<file path="src/rtl/core/assert_macros.svh">
// Assertion macros used by the dirty rectangle tracker top level.
`ifndef ASSERT_MACROS_SVH
`define ASSERT_MACROS_SVH

// The condition must hold in the same cycle as the trigger.
`define ASSERT_SAME(label, trig, cond) \
	label: assert property (@(posedge clk) disable iff (!arst_n) (trig) |-> (cond)) \
		else $error("assertion failed in dirty rectangle tracker");

// The condition must hold in the cycle after the trigger.
`define ASSERT_NEXT(label, trig, cond) \
	label: assert property (@(posedge clk) disable iff (!arst_n) (trig) |=> (cond)) \
		else $error("assertion failed in dirty rectangle tracker");

`endif

</file>
<file path="src/rtl/core/drt_pkg.sv">
// Package with the shared constants and types of the dirty rectangle tracker.
`default_nettype none

package drt_pkg;

	localparam int MAX_ENTRIES_DEF = 64;
	localparam int COORD_BITS_DEF  = 16;

	localparam int DIM_W      = 15;
	localparam int CAP_W      = 7;
	localparam int FLAG_W     = 32;
	localparam int BATCH_W    = 16;
	localparam int CFG_DATA_W = 15;
	localparam int CFG_IDX_W  = 2;

	localparam logic [2:0] OP_INVAL      = 3'd0;
	localparam logic [2:0] OP_BATCH_BEG  = 3'd1;
	localparam logic [2:0] OP_BATCH_ITEM = 3'd2;
	localparam logic [2:0] OP_EXTENDED   = 3'd3;
	localparam logic [2:0] OP_SCREEN     = 3'd4;
	localparam logic [2:0] OP_CLEAR      = 3'd5;
	localparam logic [2:0] OP_READ_PLAIN = 3'd6;
	localparam logic [2:0] OP_READ_EXT   = 3'd7;

	localparam logic [CFG_IDX_W-1:0] REG_SCREEN_WIDTH  = 2'd0;
	localparam logic [CFG_IDX_W-1:0] REG_SCREEN_HEIGHT = 2'd1;
	localparam logic [CFG_IDX_W-1:0] REG_LIST_CAPACITY = 2'd2;

	localparam logic [DIM_W-1:0] SCREEN_WIDTH_RST  = 15'd640;
	localparam logic [DIM_W-1:0] SCREEN_HEIGHT_RST = 15'd480;
	localparam logic [CAP_W-1:0] LIST_CAPACITY_RST = 7'd64;

	typedef struct packed {
		logic plain_we;
		logic ext_we;
		logic rd_en;
		logic rd_ext;
	} mem_ctl_t;

endpackage

`default_nettype wire

</file>
<file path="src/rtl/core/drt_clip.sv">
// Shared clip unit that clamps a rectangle to the screen and flags an empty result.
`default_nettype none

module drt_clip #(
	parameter int COORD_BITS = drt_pkg::COORD_BITS_DEF
) (
	input  wire logic signed [COORD_BITS-1:0]    in_left,
	input  wire logic signed [COORD_BITS-1:0]    in_top,
	input  wire logic signed [COORD_BITS-1:0]    in_right,
	input  wire logic signed [COORD_BITS-1:0]    in_bottom,
	input  wire logic [drt_pkg::DIM_W-1:0]       screen_width,
	input  wire logic [drt_pkg::DIM_W-1:0]       screen_height,
	output logic signed [COORD_BITS-1:0]         clip_left,
	output logic signed [COORD_BITS-1:0]         clip_top,
	output logic signed [COORD_BITS-1:0]         clip_right,
	output logic signed [COORD_BITS-1:0]         clip_bottom,
	output logic                                 nonempty
);

	localparam int CW = ((COORD_BITS > drt_pkg::DIM_W) ? COORD_BITS : drt_pkg::DIM_W) + 1;

	logic signed [CW-1:0] right_ext;
	logic signed [CW-1:0] bottom_ext;
	logic signed [CW-1:0] width_ext;
	logic signed [CW-1:0] height_ext;

	always_comb begin
		right_ext  = $signed({{(CW-COORD_BITS){in_right[COORD_BITS-1]}}, in_right});
		bottom_ext = $signed({{(CW-COORD_BITS){in_bottom[COORD_BITS-1]}}, in_bottom});
		width_ext  = $signed({{(CW-drt_pkg::DIM_W){1'b0}}, screen_width});
		height_ext = $signed({{(CW-drt_pkg::DIM_W){1'b0}}, screen_height});

		clip_left   = in_left[COORD_BITS-1] ? '0 : in_left;
		clip_top    = in_top[COORD_BITS-1] ? '0 : in_top;
		clip_right  = (right_ext > width_ext) ? $signed(width_ext[COORD_BITS-1:0]) : in_right;
		clip_bottom = (bottom_ext > height_ext) ? $signed(height_ext[COORD_BITS-1:0])
			: in_bottom;
		nonempty    = (clip_right > clip_left) && (clip_bottom > clip_top);
	end

endmodule

`default_nettype wire

</file>
<file path="config.mk">
export PLATFORM = sky130hd
export DESIGN_NAME = drt_clip
export DESIGN_NICKNAME = d
export VERILOG_FILES = /design/src/rtl/core/assert_macros.svh /design/src/rtl/core/drt_pkg.sv /design/src/rtl/core/drt_clip.sv
export SDC_FILE = /design/constraint.sdc
export NUM_CORES = 1
export LEC_CHECK = 0
export BUFFER_PORTS_ARGS = -buffer_cell sky130_fd_sc_hd__clkbuf_2
export CORE_UTILIZATION = 43
export DETAILED_ROUTE_END_ITERATION = 8
export GPL_TIMING_DRIVEN = 0
export MAX_ROUTING_LAYER = met4
export PLACE_DENSITY = 0.94
export SLEW_MARGIN = 10
export SYNTH_ARGS = -nofsm -noshare
export SYNTH_HDL_FRONTEND = slang
export SYNTH_SLANG_ARGS = --single-unit
</file>
<file path="constraint.sdc">
create_clock -name vclk -period 6
set_clock_uncertainty 0.2 [all_clocks]
set_input_delay 1.2 -clock vclk [all_inputs]
set_output_delay 1.2 -clock vclk [all_outputs]
set_load 0.02 [all_outputs]
</file>
==> results.cfg <==
[setup_path]
cp_max_fo = 10
critPathLaunch = screen_width[7]
startpoint_type = primary input
end_kind = primary output
required_ns = 4.60
crit_arrival_ns = 4.38
worst-setup-path-type = in2out

[placement]
pre_cts_ws_ns = -0.09595
post-dp-hpwl_mm = 6.479
gp_congestion = 0.8691
io_buffers = 157

[synth]
post-synth-top-count-cell = ha_1
synth_mux_area_share_pct = 17.91
yosysTopAreaCellShare_pct = 34.32
yosysUniqueCellTypes = 33
synth-warning-count = 0
yosys-top-cells-count = ha_1, inv_1, nand2b_1
synthAdderAreaFrac_pct = 34.32
yosys.area_share.simple_pct = 18.82
synth_area_per_cell_um2 = 7.728
synth.top_cells.by_area = ha_1, mux2_2, inv_1, nand2b_1, mux2_4
synthesis.area_um2 = 2187
yosysSeqAreaShare_pct = 0
synth_xor_area_share_pct = 0
synth_compound_area_share_pct = 15.85
synth_cells = 283
synth.largest_area_cell = ha_1
synth_top_family_by_area = adder cells

[sta]
layout_min_cycle_time_ns = 5.784
timing.final.ws_setup_ns = 0.2159
timing_hold_violations_final = 0
slew_viol_final = 0
setup_violations = 0
max_freq_mhz = 172.9
post-route-period-util_pct = 96.40

[pwr]
power_density_nw_per_um2 = 99.02
max-vdd-ir-drop_v = 0.00005162
p_leak_nw = 1.953

[grt]
grt_pass1_wl_mm = 10.72
grt_pass1_vias = 2534
antenna_found_initial = 0
grt_max_degree = 11
grt_usage_pct = 25.50
grt_overflow = 0

[route]
route.detailed.drc = 0
firstDrtPassIters = 4
ant_nets = 0
post_drt_wl_per_cell_um = 13.98
vias = 2689
routed_via_density = 5.242
routed_wl_mm = 7.170
drt_iter0_drc = 61

[cells_and_area]
nFlopsAndLatches = 0
multi_input_area_um2 = 1942
nNetsFinal = 602
drive_above_1_share_pct = 46.19
area_growth_pct = 43.36
antennaDiodeCount = 0
nClkBuffers = 0
utilization_pct = 65.09
seq_area_um2 = 0
fill_cells = 421

[floorplan]
ios = 159
rows = 25
core_um2 = 4817
dieHeight_um = 73.32
die_area_um2 = 5376
start_util_pct = 45.40
die_width_um = 73.32

[worst_hold_path]
hp-start = in_left[10]
hp-class = in2out
hold_path_depth = 4

[clock_network]
cts_hold_buf = 0

[run]
drv_cap = 0

[run_status]
run_status = finished, final reports clean
metal layers:
| metal | wire length [um] | track usage, % | vias up |
|---|---|---|---|
| li1 | - | - | 1318 |
| met1 | 2909 | 28.89 | 1235 |
| met2 | 3781 | 49.18 | 114 |
| met3 | 274 | 0.6859 | 22 |
| met4 | 206 | 6.197 | 0 |
| met5 | 0 | - | - |
where the power goes:
| group | switching, mW | leakage [nW] | internal (mW) |
|---|---|---|---|
| sequential | 0 | 0 | 0 |
| combinational | 0.172 | 1.95 | 0.139 |
| clock | 0 | 0 | 0 |
per-stage QoR:
stage	cell area [um^2]	std cells	total power [mW]	TNS (ns)	hold WS [ns]
after detailed placement	3060	508	0.2979	-0.09595	2.542
after floorplan	2191	284	0.1940	0	2.344
after global placement	3060	508	0.2848	0	2.538
after global routing	3136	513	0.3395	-0.03943	2.566
after CTS	3067	508	0.3003	0	2.543
final	3136	513	0.3105	0	2.539
cell type report:
| type | instances | share of cell area [%] |
|---|---|---|
| inverter | 59 | 7.063 |
| buffer | 8 | 1.955 |
| timing repair buffer | 162 | 26.38 |
| multi-input combinational | 217 | 61.93 |
| tap | 67 | 2.674 |
worst max-delay path, stage by stage:
cell and delay, ns:
clkbuf_2 0.09, inv_1 0.04, ha_1 0.30, nand4_1 0.15
nor4_1 0.09, a211o_2 0.33, a31oi_4 0.32, buf_12 0.20
mux2_4 0.31, ha_1 0.30, nor2b_1 0.13, o21ai_0 0.08
a21oi_1 0.14, nor3_1 0.07, o21a_1 0.20, a211oi_1 0.21
buf_2 0.21
path summary, 6_finish.rpt:
| path | to |
|---|---|
| hold / removal | clip_left[10] |
| setup / recovery | nonempty |
cell families after synthesis:
kind of cell | Yosys count
and+or+nand+nor | 73
buffers and inverters | 67
adders and majority gates | 60
AOI/OAI and AO/OA | 50
muxes | 32
other | 1
cell usage in the layout (no fill, tap or decap), types with 3 or more instances in the layout:
cell and count:
nor4_1 5, a21o_1 4, nor2_1 7, nand2b_1 29
nand4_1 10, a211oi_2 3, nor2b_1 5, clkbuf_1 4
o211ai_1 4, mux2_2 21, clkbuf_2 156, inv_1 59
mux2_4 9, nand2_1 10, o21ai_0 10, a21oi_1 16
ha_1 59, buf_4 6, nand3_1 3, a211oi_1 3
timing repair:
action / in CTS / in global routing
resized for setup: 1 / 7
pin swaps: 0 / 6
setup buffers: 0 / 5
endpoints found under the setup margin: 1 / 1
No activity file was read; power rests on OpenSTA's default activity.
